==> src/trsb_pkg.sv <==
// ----------------------------------------------------------------------------
// trsb_pkg
// Shared types and constants for the trail ribbon strip builder.
// ----------------------------------------------------------------------------
package trsb_pkg;

  // Default ring size
  localparam int POINT_COUNT_DEF = 16;

  // Field widths
  localparam int POS_W   = 32;
  localparam int LIFE_W  = 16;
  localparam int ALPHA_W = 8;
  localparam int KIND_W  = 2;

  // Shared divider geometry
  localparam int DIVN_W  = 24;   // dividend / quotient shift register
  localparam int DIVD_W  = 16;   // divisor and remainder
  localparam int STEP_W  = 5;

  // Reset value of the lifetime register
  localparam logic [LIFE_W-1:0] MAX_LIFE_RST = 16'd1000;

  // Tenth scale: (d * 6554) >> 16
  localparam logic signed [13:0] TENTH_SCALE = 14'sd6554;

  // Operation codes
  localparam logic OP_START = 1'b0;
  localparam logic OP_TICK  = 1'b1;

  // Vertex kinds
  localparam logic [KIND_W-1:0] KIND_HEAD  = 2'd0;
  localparam logic [KIND_W-1:0] KIND_LEFT  = 2'd1;
  localparam logic [KIND_W-1:0] KIND_RIGHT = 2'd2;

  // Divider request
  typedef struct packed {
    logic              go;
    logic [DIVD_W-1:0] rem_init;
    logic [DIVN_W-1:0] num_init;
    logic [DIVD_W-1:0] divisor;
    logic [STEP_W-1:0] steps;
  } div_req_t;

  // Sequencer states
  typedef enum logic [4:0] {
    ST_IDLE,
    ST_QDIV,
    ST_QWAIT,
    ST_FILL,
    ST_ARD,
    ST_AWR,
    ST_HRD,
    ST_HLD,
    ST_HDIV,
    ST_HWAIT,
    ST_HOUT,
    ST_WRD,
    ST_WLD,
    ST_NRD,
    ST_NLD,
    ST_MX,
    ST_MY,
    ST_WDIV,
    ST_WWAIT,
    ST_OUTL,
    ST_OUTR
  } state_t;

endpackage

==> src/trsb_div.sv <==
// ----------------------------------------------------------------------------
// trsb_div
// Restoring divider, one quotient bit per cycle, shared by the sequencer.
// ----------------------------------------------------------------------------
module trsb_div import trsb_pkg::*; (
  input  logic              clk,
  input  logic              rst_n,
  input  div_req_t          req,
  output logic              busy,
  output logic [DIVN_W-1:0] quot
);

  logic              busy_r, busy_nxt;
  logic [STEP_W-1:0] cnt_r, cnt_nxt;
  logic [DIVN_W-1:0] num_r, num_nxt;
  logic [DIVD_W-1:0] rem_r, rem_nxt;
  logic [DIVD_W-1:0] dvs_r, dvs_nxt;
  logic [DIVD_W:0]   trial;
  logic              ge;

  // One compare-subtract step
  always_comb begin
    trial    = {rem_r, num_r[DIVN_W-1]};
    ge       = (trial >= {1'b0, dvs_r});
    busy_nxt = busy_r;
    cnt_nxt  = cnt_r;
    num_nxt  = num_r;
    rem_nxt  = rem_r;
    dvs_nxt  = dvs_r;
    if (req.go) begin
      busy_nxt = 1'b1;
      cnt_nxt  = req.steps;
      num_nxt  = req.num_init;
      rem_nxt  = req.rem_init;
      dvs_nxt  = req.divisor;
    end else if (busy_r) begin
      num_nxt = {num_r[DIVN_W-2:0], ge};
      rem_nxt = ge ? DIVD_W'(trial - {1'b0, dvs_r}) : trial[DIVD_W-1:0];
      cnt_nxt = cnt_r - STEP_W'(1);
      if (cnt_r == STEP_W'(1)) busy_nxt = 1'b0;
    end
  end

  always_ff @(posedge clk) begin
    if (!rst_n) begin
      busy_r <= 1'b0;
      cnt_r  <= '0;
    end else begin
      busy_r <= busy_nxt;
      cnt_r  <= cnt_nxt;
    end
    num_r <= num_nxt;
    rem_r <= rem_nxt;
    dvs_r <= dvs_nxt;
  end

  assign busy = busy_r;
  assign quot = num_r;

endmodule

==> src/trail_ribbon_strip_builder_core.sv <==
// ----------------------------------------------------------------------------
// trail_ribbon_strip_builder_core
// Ring of trail points aged on each tick and emitted as a triangle strip.
// ----------------------------------------------------------------------------
// Usage:
//   in_*  : one request per valid/ready handshake. operation start loads the
//           ring at the parent; operation tick ages the ring and emits
//           1 + 2*POINT_COUNT vertices on out_*.
//   out_* : one vertex per handshake, from an output register; the last
//           vertex of a strip carries out_last_vertex and out_all_asleep.
//   cfg_* : writes max_lifetime; cfg_ready is always high. Write only while
//           the block is idle.
// Sequence (N = POINT_COUNT):
//   start: a reciprocal multiply step and a remainder step, then a fill
//          of all N points.
//   tick : an aging pass over all N points, the head vertex, a load of
//          the first point, then one pass per point pair that waits on
//          the shared divider for alpha.
//   One request at a time: in_ready is high only while idle. The single
//   point memory port and the shared divider serialise this work.
// Reset: the ring reads as zero, max_lifetime returns to 1000.
// A stalled receiver holds the sequencer on the waiting vertex.
// ----------------------------------------------------------------------------
module trail_ribbon_strip_builder_core import trsb_pkg::*; #(
  parameter int POINT_COUNT = POINT_COUNT_DEF
) (
  input  logic                      clk,
  input  logic                      rst_n,
  input  logic                      cfg_valid,
  output logic                      cfg_ready,
  input  logic [LIFE_W-1:0]         cfg_max_lifetime,
  input  logic                      in_valid,
  output logic                      in_ready,
  input  logic                      in_operation,
  input  logic [LIFE_W-1:0]         in_elapsed,
  input  logic                      in_parent_valid,
  input  logic signed [POS_W-1:0]   in_parent_x,
  input  logic signed [POS_W-1:0]   in_parent_y,
  output logic                      out_valid,
  input  logic                      out_ready,
  output logic signed [POS_W-1:0]   out_vertex_x,
  output logic signed [POS_W-1:0]   out_vertex_y,
  output logic [ALPHA_W-1:0]        out_alpha,
  output logic [KIND_W-1:0]         out_vertex_kind,
  output logic                      out_all_asleep,
  output logic                      out_last_vertex
);

  localparam int IDX_W = $clog2(POINT_COUNT);
  localparam int CNT_W = $clog2(POINT_COUNT + 1);
  localparam int RW    = IDX_W + 1;
  localparam int ENT_W = 2 * POS_W + LIFE_W;
  localparam logic [IDX_W-1:0] IDX_LAST = IDX_W'(POINT_COUNT - 1);

  // max/N by reciprocal multiply, exact for every 16-bit max
  localparam int RECIP_SH = LIFE_W + IDX_W;
  localparam int RP_W     = RECIP_SH + LIFE_W;
  localparam logic [LIFE_W+1:0] RECIP =
    (LIFE_W+2)'(((64'd1 << RECIP_SH) + 64'(POINT_COUNT) - 64'd1) / 64'(POINT_COUNT));

  state_t state_r, state_nxt;

  // Request capture
  logic                op_r, pv_r;
  logic [LIFE_W-1:0]   dt_r, max_r;
  logic [POS_W-1:0]    px_r, py_r;

  // Ring bookkeeping
  logic [IDX_W-1:0]    idx_r, nb_idx_r, step_r, oldest_r;
  logic [CNT_W-1:0]    acnt_r;
  logic [POINT_COUNT-1:0] asleep_r, vld_r;

  // Start fill accumulator: floor(i*max/N) built incrementally
  logic [LIFE_W-1:0]   q_r, qm_r;
  logic [RW-1:0]       r_r, rm_r, r_sum;
  logic [RP_W-1:0]     recip_prod;
  logic [LIFE_W-1:0]   qn_rem;

  // Point memory
  logic [ENT_W-1:0]    mem [POINT_COUNT];
  logic [ENT_W-1:0]    rd_data_r, wr_data;
  logic                rd_vld_r, rd_en, wr_en;
  logic [IDX_W-1:0]    rd_addr;
  logic [POS_W-1:0]    rd_x, rd_y;
  logic [LIFE_W-1:0]   rd_life;

  // Walk working set
  logic [POS_W-1:0]    cur_x_r, cur_y_r, nb_x_r, nb_y_r, ox_r, oy_r;
  logic [LIFE_W-1:0]   cur_life_r, nb_life_r;

  // Output register
  logic                out_valid_r, out_asleep_r, out_last_r;
  logic [POS_W-1:0]    out_x_r, out_y_r;
  logic [ALPHA_W-1:0]  out_alpha_r;
  logic [KIND_W-1:0]   out_kind_r;

  // Shared units
  div_req_t            div_req;
  logic                div_busy;
  logic [DIVN_W-1:0]   div_quot;
  logic signed [POS_W-1:0] mul_in;
  logic signed [POS_W+13:0] mul_prod;
  logic [POS_W-1:0]    scaled;
  logic [DIVN_W-1:0]   life255;
  logic [ALPHA_W-1:0]  alpha_val;

  // Index helpers
  logic [IDX_W-1:0]    idx_inc, idx_dec, nb_sel, oldest_inc;

  // Aging of one point
  logic [LIFE_W-1:0]   life_dec;
  logic                expire;

  logic in_acc, out_acc;

  assign in_acc  = in_valid && in_ready;
  assign out_acc = out_valid_r && out_ready;

  assign idx_inc    = (idx_r == IDX_LAST) ? '0 : idx_r + IDX_W'(1);
  assign idx_dec    = (idx_r == '0) ? IDX_LAST : idx_r - IDX_W'(1);
  assign nb_sel     = (idx_inc == oldest_r) ? idx_dec : idx_inc;
  assign oldest_inc = (oldest_r == IDX_LAST) ? '0 : oldest_r + IDX_W'(1);

  // Entries never written read as zero
  assign rd_x    = rd_vld_r ? rd_data_r[ENT_W-1 -: POS_W] : '0;
  assign rd_y    = rd_vld_r ? rd_data_r[LIFE_W +: POS_W] : '0;
  assign rd_life = rd_vld_r ? rd_data_r[LIFE_W-1:0] : '0;

  assign life_dec = (rd_life > dt_r) ? rd_life - dt_r : '0;
  assign expire   = !asleep_r[idx_r] && (life_dec == '0);

  assign r_sum = r_r + rm_r;

  // Quotient and remainder of max by the ring size
  assign recip_prod = RP_W'(max_r) * RP_W'(RECIP);
  assign qn_rem     = max_r - LIFE_W'(qm_r * LIFE_W'(POINT_COUNT));

  // Tenth of the perpendicular, floor via arithmetic shift
  assign mul_in   = (state_r == ST_MX) ? $signed(nb_y_r - cur_y_r)
                                       : $signed(cur_x_r - nb_x_r);
  assign mul_prod = mul_in * TENTH_SCALE;
  assign scaled   = {{2{mul_prod[POS_W+13]}}, mul_prod[POS_W+13:16]};

  // 255 * life by shift and subtract
  assign life255 = {cur_life_r, 8'd0} - DIVN_W'(cur_life_r);

  always_comb begin
    if (max_r == '0)             alpha_val = '0;
    else if (cur_life_r >= max_r) alpha_val = '1;
    else                         alpha_val = div_quot[ALPHA_W-1:0];
  end

  trsb_div u_div (
    .clk   (clk),
    .rst_n (rst_n),
    .req   (div_req),
    .busy  (div_busy),
    .quot  (div_quot)
  );

  // Next state
  always_comb begin
    state_nxt = state_r;
    case (state_r)
      ST_IDLE:  if (in_acc) state_nxt = (in_operation == OP_START) ? ST_QDIV : ST_ARD;
      ST_QDIV:  state_nxt = ST_QWAIT;
      ST_QWAIT: state_nxt = ST_FILL;
      ST_FILL:  if (idx_r == IDX_LAST) state_nxt = ST_IDLE;
      ST_ARD:   state_nxt = ST_AWR;
      ST_AWR:   state_nxt = (idx_r == IDX_LAST) ? ST_HRD : ST_ARD;
      ST_HRD:   state_nxt = ST_HLD;
      ST_HLD:   state_nxt = ST_HDIV;
      ST_HDIV:  state_nxt = ST_HWAIT;
      ST_HWAIT: if (!div_busy) state_nxt = ST_HOUT;
      ST_HOUT:  if (out_acc) state_nxt = ST_WRD;
      ST_WRD:   state_nxt = ST_WLD;
      ST_WLD:   state_nxt = ST_NRD;
      ST_NRD:   state_nxt = ST_NLD;
      ST_NLD:   state_nxt = ST_MX;
      ST_MX:    state_nxt = ST_MY;
      ST_MY:    state_nxt = ST_WDIV;
      ST_WDIV:  state_nxt = ST_WWAIT;
      ST_WWAIT: if (!div_busy) state_nxt = ST_OUTL;
      ST_OUTL:  if (out_acc) state_nxt = ST_OUTR;
      ST_OUTR:  if (out_acc) state_nxt = (step_r == IDX_LAST) ? ST_IDLE : ST_NRD;
      default:  state_nxt = ST_IDLE;
    endcase
  end

  // Control outputs: memory port and divider requests
  always_comb begin
    in_ready = (state_r == ST_IDLE);
    rd_en    = 1'b0;
    rd_addr  = idx_r;
    wr_en    = 1'b0;
    wr_data  = {px_r, py_r, q_r};
    div_req  = '0;
    case (state_r)
      ST_FILL: wr_en = 1'b1;
      ST_ARD, ST_WRD: rd_en = 1'b1;
      ST_AWR: begin
        wr_en = 1'b1;
        if (expire && pv_r) wr_data = {px_r, py_r, max_r};
        else                wr_data = {rd_x, rd_y, life_dec};
      end
      ST_HRD: begin
        rd_en   = 1'b1;
        rd_addr = oldest_r;
      end
      ST_NRD: begin
        rd_en   = 1'b1;
        rd_addr = nb_sel;
      end
      ST_HDIV, ST_WDIV: begin
        div_req.go       = 1'b1;
        div_req.rem_init = life255[DIVN_W-1:8];
        div_req.num_init = {life255[7:0], 16'd0};
        div_req.divisor  = max_r;
        div_req.steps    = STEP_W'(8);
      end
      default: ;
    endcase
  end

  // Point memory
  always_ff @(posedge clk) begin
    if (wr_en) mem[idx_r] <= wr_data;
    if (rd_en) begin
      rd_data_r <= mem[rd_addr];
      rd_vld_r  <= vld_r[rd_addr];
    end
  end

  // Control state
  always_ff @(posedge clk) begin
    if (!rst_n) begin
      state_r     <= ST_IDLE;
      max_r       <= MAX_LIFE_RST;
      oldest_r    <= '0;
      acnt_r      <= '0;
      asleep_r    <= '0;
      vld_r       <= '0;
      out_valid_r <= 1'b0;
    end else begin
      state_r <= state_nxt;
      if (cfg_valid) max_r <= cfg_max_lifetime;
      case (state_r)
        ST_FILL: begin
          vld_r[idx_r]    <= 1'b1;
          asleep_r[idx_r] <= 1'b0;
          oldest_r        <= '0;
          acnt_r          <= '0;
        end
        ST_AWR: begin
          vld_r[idx_r] <= 1'b1;
          if (expire) begin
            oldest_r <= oldest_inc;
            if (!pv_r) begin
              asleep_r[idx_r] <= 1'b1;
              acnt_r          <= acnt_r + CNT_W'(1);
            end
          end
        end
        ST_HWAIT, ST_WWAIT: if (!div_busy) out_valid_r <= 1'b1;
        ST_HOUT: if (out_acc) out_valid_r <= 1'b0;
        ST_OUTR: if (out_acc) out_valid_r <= 1'b0;
        default: ;
      endcase
    end
  end

  // Datapath
  always_ff @(posedge clk) begin
    case (state_r)
      ST_IDLE: begin
        op_r  <= in_operation;
        dt_r  <= in_elapsed;
        pv_r  <= in_parent_valid;
        px_r  <= in_parent_x;
        py_r  <= in_parent_y;
        idx_r <= '0;
      end
      ST_QDIV: qm_r <= recip_prod[RECIP_SH +: LIFE_W];
      ST_QWAIT: begin
        rm_r <= RW'(qn_rem[IDX_W-1:0]);
        q_r  <= '0;
        r_r  <= '0;
      end
      ST_FILL: begin
        idx_r <= idx_inc;
        if (r_sum >= RW'(POINT_COUNT)) begin
          r_r <= r_sum - RW'(POINT_COUNT);
          q_r <= q_r + qm_r + LIFE_W'(1);
        end else begin
          r_r <= r_sum;
          q_r <= q_r + qm_r;
        end
      end
      ST_AWR: idx_r <= idx_inc;
      ST_HLD, ST_WLD: begin
        cur_x_r    <= rd_x;
        cur_y_r    <= rd_y;
        cur_life_r <= rd_life;
      end
      ST_HWAIT: begin
        out_x_r      <= cur_x_r;
        out_y_r      <= cur_y_r;
        out_alpha_r  <= alpha_val;
        out_kind_r   <= KIND_HEAD;
        out_asleep_r <= 1'b0;
        out_last_r   <= 1'b0;
      end
      ST_HOUT: begin
        idx_r  <= oldest_inc;
        step_r <= '0;
      end
      ST_NRD: nb_idx_r <= nb_sel;
      ST_NLD: begin
        nb_x_r    <= rd_x;
        nb_y_r    <= rd_y;
        nb_life_r <= rd_life;
      end
      ST_MX: ox_r <= scaled;
      ST_MY: oy_r <= scaled;
      ST_WWAIT: begin
        out_x_r      <= cur_x_r + ox_r;
        out_y_r      <= cur_y_r + oy_r;
        out_alpha_r  <= alpha_val;
        out_kind_r   <= KIND_LEFT;
        out_asleep_r <= 1'b0;
        out_last_r   <= 1'b0;
      end
      ST_OUTL: if (out_acc) begin
        out_x_r    <= cur_x_r - ox_r;
        out_y_r    <= cur_y_r - oy_r;
        out_kind_r <= KIND_RIGHT;
        if (step_r == IDX_LAST) begin
          out_last_r   <= 1'b1;
          out_asleep_r <= (acnt_r == CNT_W'(POINT_COUNT)) && (op_r == OP_TICK);
        end
      end
      ST_OUTR: if (out_acc) begin
        cur_x_r    <= nb_x_r;
        cur_y_r    <= nb_y_r;
        cur_life_r <= nb_life_r;
        idx_r      <= nb_idx_r;
        step_r     <= step_r + IDX_W'(1);
      end
      default: ;
    endcase
  end

  assign cfg_ready       = 1'b1;
  assign out_valid       = out_valid_r;
  assign out_vertex_x    = out_x_r;
  assign out_vertex_y    = out_y_r;
  assign out_alpha       = out_alpha_r;
  assign out_vertex_kind = out_kind_r;
  assign out_all_asleep  = out_asleep_r;
  assign out_last_vertex = out_last_r;

  // Checks
  a_idle_no_out: assert property (@(posedge clk) disable iff (!rst_n)
    in_ready |-> !out_valid) else $error("vertex pending while idle");

  a_sleep_bound: assert property (@(posedge clk) disable iff (!rst_n)
    acnt_r <= CNT_W'(POINT_COUNT)) else $error("sleep count beyond ring size");

  a_oldest_range: assert property (@(posedge clk) disable iff (!rst_n)
    oldest_r <= IDX_LAST) else $error("oldest index out of ring");

  a_last_is_right: assert property (@(posedge clk) disable iff (!rst_n)
    (out_valid && out_last_vertex) |-> (out_vertex_kind == KIND_RIGHT))
    else $error("strip ends on a non-right vertex");

  a_div_idle: assert property (@(posedge clk) disable iff (!rst_n)
    in_ready |-> !div_busy) else $error("divider busy while idle");

endmodule
==> config.mk <==
export PLATFORM = sky130hd
export DESIGN_NAME = trail_ribbon_strip_builder_core
export DESIGN_NICKNAME = d
export VERILOG_FILES = /design/src/trsb_pkg.sv /design/src/trsb_div.sv /design/src/trail_ribbon_strip_builder_core.sv
export SDC_FILE = /design/constraint.sdc
export NUM_CORES = 2
export LEC_CHECK = 0
export BUFFER_PORTS_ARGS = -buffer_cell sky130_fd_sc_hd__buf_2
export CORE_MARGIN = 2
export CORE_UTILIZATION = 30
export CTS_CLUSTER_SIZE = 28
export DETAILED_ROUTE_END_ITERATION = 8
export SETUP_SLACK_MARGIN = 0.02
export SLEW_MARGIN = 30
export SYNTH_ARGS = -nofsm -noshare
export SYNTH_HDL_FRONTEND = slang
export SYNTH_HIERARCHICAL = 1
export SYNTH_SLANG_ARGS = --single-unit
==> constraint.sdc <==
create_clock -name clk -period 8.85 [get_ports clk]
set_clock_uncertainty 0.05 [all_clocks]
set_input_delay 1.77 -clock clk [delete_from_list [all_inputs] [get_ports clk]]
set_output_delay 1.77 -clock clk [all_outputs]
set_load 0.02 [all_outputs]
==> summary.md <==
| Metric | Value |
|---|---|
| Ranking of synthesized cells by area | `edfxtp_1 (60%), ha_1 (4.6%), nand2_1 (4.5%)` |
| Vias | `61,200` |
| Sequential fraction of the synthesis area | `61.1%` |
| Die height | `560 µm` |
| Required @ worst endpoint | `9.50 ns` |
| Mapped Cells | `7,684` |
| Crit start category | `flip-flop` |
| Clk slew on worst S/H paths | `0.06 ns` |
| DIE AREA | `314,000 µm²` |
| CTS buffer count | `212` |
| Effective utilization at floorplan | `30.1%` |
| Clock tree buffer depth | `4` |
| Post-DP HPWL | `167,000 µm` |
| Cell variety after synth | `95` |
| Worst EP arrival | `8.97 ns` |
| DR WL/cell | `21.7 µm` |
| Cell mode on critical path | `inv_1` |
| First drt pass iteration count | `6` |
| Count leader, synth | `edfxtp_1` |
| Combinational power share | `33.9%` |
| Initial DRC count | `5,448` |
| Drt total wl | `264,000 µm` |
| Synth Register Bits | `1,912` |
| Share of post-route cells with drive strength above 1 | `10.1%` |
| Via/cell ratio | `5.03` |
| Fin Hold WS | `0.413 ns` |
| Syn Std Cell Area | `92,800 µm²` |
| Fin worst setup slack | `0.530 ns` |
| Top FF cell, synth | `edfxtp_1` |
| Initial antenna violation count | `26` |
| Cell Int Power | `0.0205 W` |
| Share of the synthesized area in the top cell type | `59.6%` |
| Detail Route Antenna Nets | `0` |
| Yosys warns | `6` |
| PortBufs | `180` |
| Fill cell count | `30,100` |
| CP max stage cell | `fa_1` |
| Dpl ws | `0.0748 ns` |
| CP endpoint kind | `flip-flop` |
| Final Max Tran Viols | `0` |
| GR Overflow Total | `0` |
| Slew HR | `23.5%` |
| Clock root buffer | `clkbuf_16` |
| Crit share post-route | `94.0%` |
| Clock Sinks | `1,912` |
| Crit path largest cell delay | `0.54 ns` |
| H-Tree Depth | `4` |
| Min-Delay Path Class | `flip-flop to flip-flop` |
| P&R area growth vs syn | `14.5%` |
| Max-cap check violation count | `0` |
| PD cells | `302 nW/µm²` |
| Share of power burned in the clock network | `27.2%` |
| Worst Setup Path Type | `flip-flop to flip-flop` |
| Switching power share of the total | `36.0%` |
| Pin count of the biggest net entering global routing | `193` |
| Tightest Pin Transition | `1.14 ns` |
| Number of global-route vias before repair | `60,100` |
| Reg-to-reg setup timing slack | `0.53 ns` |
| Final Critical Period | `8.32 ns` |
| Post-synth EDFFs | `1,843` |
| Peak VDD IR | `0.000387 V` |
| Leak | `38.4 nW` |
| Syn avg cell area | `12.1 µm²` |
| Seq pwr share | `38.9%` |
| Nets | `8,453` |
| Final setup violation count | `0` |
| First-pass GRT wire length | `389,000 µm` |
| Synth area leader | `edfxtp_1` |
| Status | `finished, final reports clean` |
| Num rows | `204` |
| Clock Latency Late Sink | `0.91 ns` |
| CTS tree | `done` |
| I/O pin total | `182` |
| TNS Setup | `0 ns` |
| Critical path fanouts, max | `6` |
| RePlAce Congestion | `0.914` |
| RSZ-0062 raised after global routing | `no` |
| Fin. Hold Viols | `0` |
| F_max | `120 MHz` |
| Psw | `0.0116 W` |
| CTS Hold Buffers Added | `0` |
| Async set-reset flop share out of synthesis | `0%` |
| Global-route usage over all layers | `16.2%` |
| DIE WIDTH | `560 µm` |
| Post-synth top cells | `edfxtp_1 (1,843), nand2_1 (1,112), inv_1 (538)` |
| DRC | `0` |
| Core area | `308,000 µm²` |
## registers in the layout (all words and copies together) (netlist names), 12 cells and up, named ones only
signal        cells
mem            1280
rd_data_r        80
cur_x_r          32
cur_y_r          32
nb_x_r           32
nb_y_r           32
out_vertex_x     32
out_vertex_y     32
px_r             32
py_r             32
ox_r             30
oy_r             30
u_div/quot       24
cur_life_r       16
dt_r             16
max_r            16
nb_life_r        16
q_r              16
u_div/dvs_r      16
u_div/rem_r      16
vld_r            16
qm_r             12
## per-stage QoR
stage	power [W]	instance area (µm²)	util (%)	cells
detailed placement	0.0234	99200	32.2	11800
finish	0.0321	106000	34.5	12200
CTS	0.0322	106000	34.4	12200
floorplan	0.0197	92900	-	7703
global placement	0.0231	99100	32.1	11800
global route	0.0338	106000	34.5	12200
## worst paths after layout
check / from / to / cells after the start
max: cur_x_r[1]$_DFFE_PP_ / oy_r[29]$_DFFE_PP_ / 34
max reg2reg: cur_x_r[1]$_DFFE_PP_ / oy_r[29]$_DFFE_PP_ / 34
min reg2reg: vld_r[11]$_SDFFE_PN0N_ / vld_r[11]$_SDFFE_PN0N_ / 1
min: vld_r[11]$_SDFFE_PN0N_ / vld_r[11]$_SDFFE_PN0N_ / 1
## power by group through the flow
stage          registers [W]  clock network [W]  logic (W)
5_1_grt               0.0125            0.00928     0.0120
3_3_place_gp          0.0127                  0     0.0104
6_report              0.0125            0.00874     0.0109
2_1_floorplan         0.0125                  0    0.00713
4_1_cts               0.0125            0.00894     0.0108
3_5_place_dp          0.0127                  0     0.0107
## cell type report
cell class	instances	area, µm²	area share [%]
Multi-Input combinational cell	4854	33000	31.1
Tap cell	4120	5150	4.85
Timing Repair Buffer	352	2470	2.32
Antenna cell	4	10.0	0.00942
Sequential cell	1912	56700	53.4
Clock inverter	130	1310	1.23
Clock buffer	257	5570	5.24
Inverter	538	2020	1.90
## cells by family after synthesis
group                      count (synthesis)  synth area share, %
muxes                                     65                0.821
other                                      2              0.00809
DFF                                     1912                 61.1
buffers and inverters                    937                 3.84
and+or+nand+nor                         2114                 10.5
AOI/OAI and AO/OA                       1878                 13.4
adders and majority gates                480                 7.59
xor gates and xnor gates                 296                 2.79
## cells in the final DEF, fill, tap and decap left out, types with 45 or more instances in the layout
cell type,Yosys,routed
a211oi_1,427,426
buf_2,14,180
a31oi_1,188,185
and2_1,367,359
nor2b_1,46,45
a21o_1,101,101
dfxtp_1,69,69
nor2_1,277,263
o21a_1,59,57
nand3_1,57,56
inv_1,538,536
buf_4,6,149
nand2_1,1112,1112
xor2_1,133,132
edfxtp_1,1843,1843
a21oi_1,376,372
clkbuf_16,0,213
ha_1,341,341
xnor2_1,163,163
nor3_1,61,60
o21ai_0,352,315
a311oi_1,165,165
fa_1,139,139
## worst max-delay path: cells and delay by family (launching register included)
kind | cells | cell delay [ns]
xor+xnor | 1 | 0.43
buf+inv | 7 | 0.54
compound gates | 14 | 2.77
flops | 1 | 0.38
fa+ha+maj | 7 | 2.99
simple gates | 5 | 0.94
## routing by layer
layer	GRT usage [%]	wire [µm]
met5	0	113
met4	6.16	10500
met3	2.29	15700
met2	25.8	120000
met1	22.4	118000
## timing repair
action | 4_1_cts | 5_1_grt
endpoints found under the setup margin | 0 | 28
setup buffers | 0 | 3
gates resized for setup | 0 | 13
Note: power is estimated with default switching activity, not from simulation.
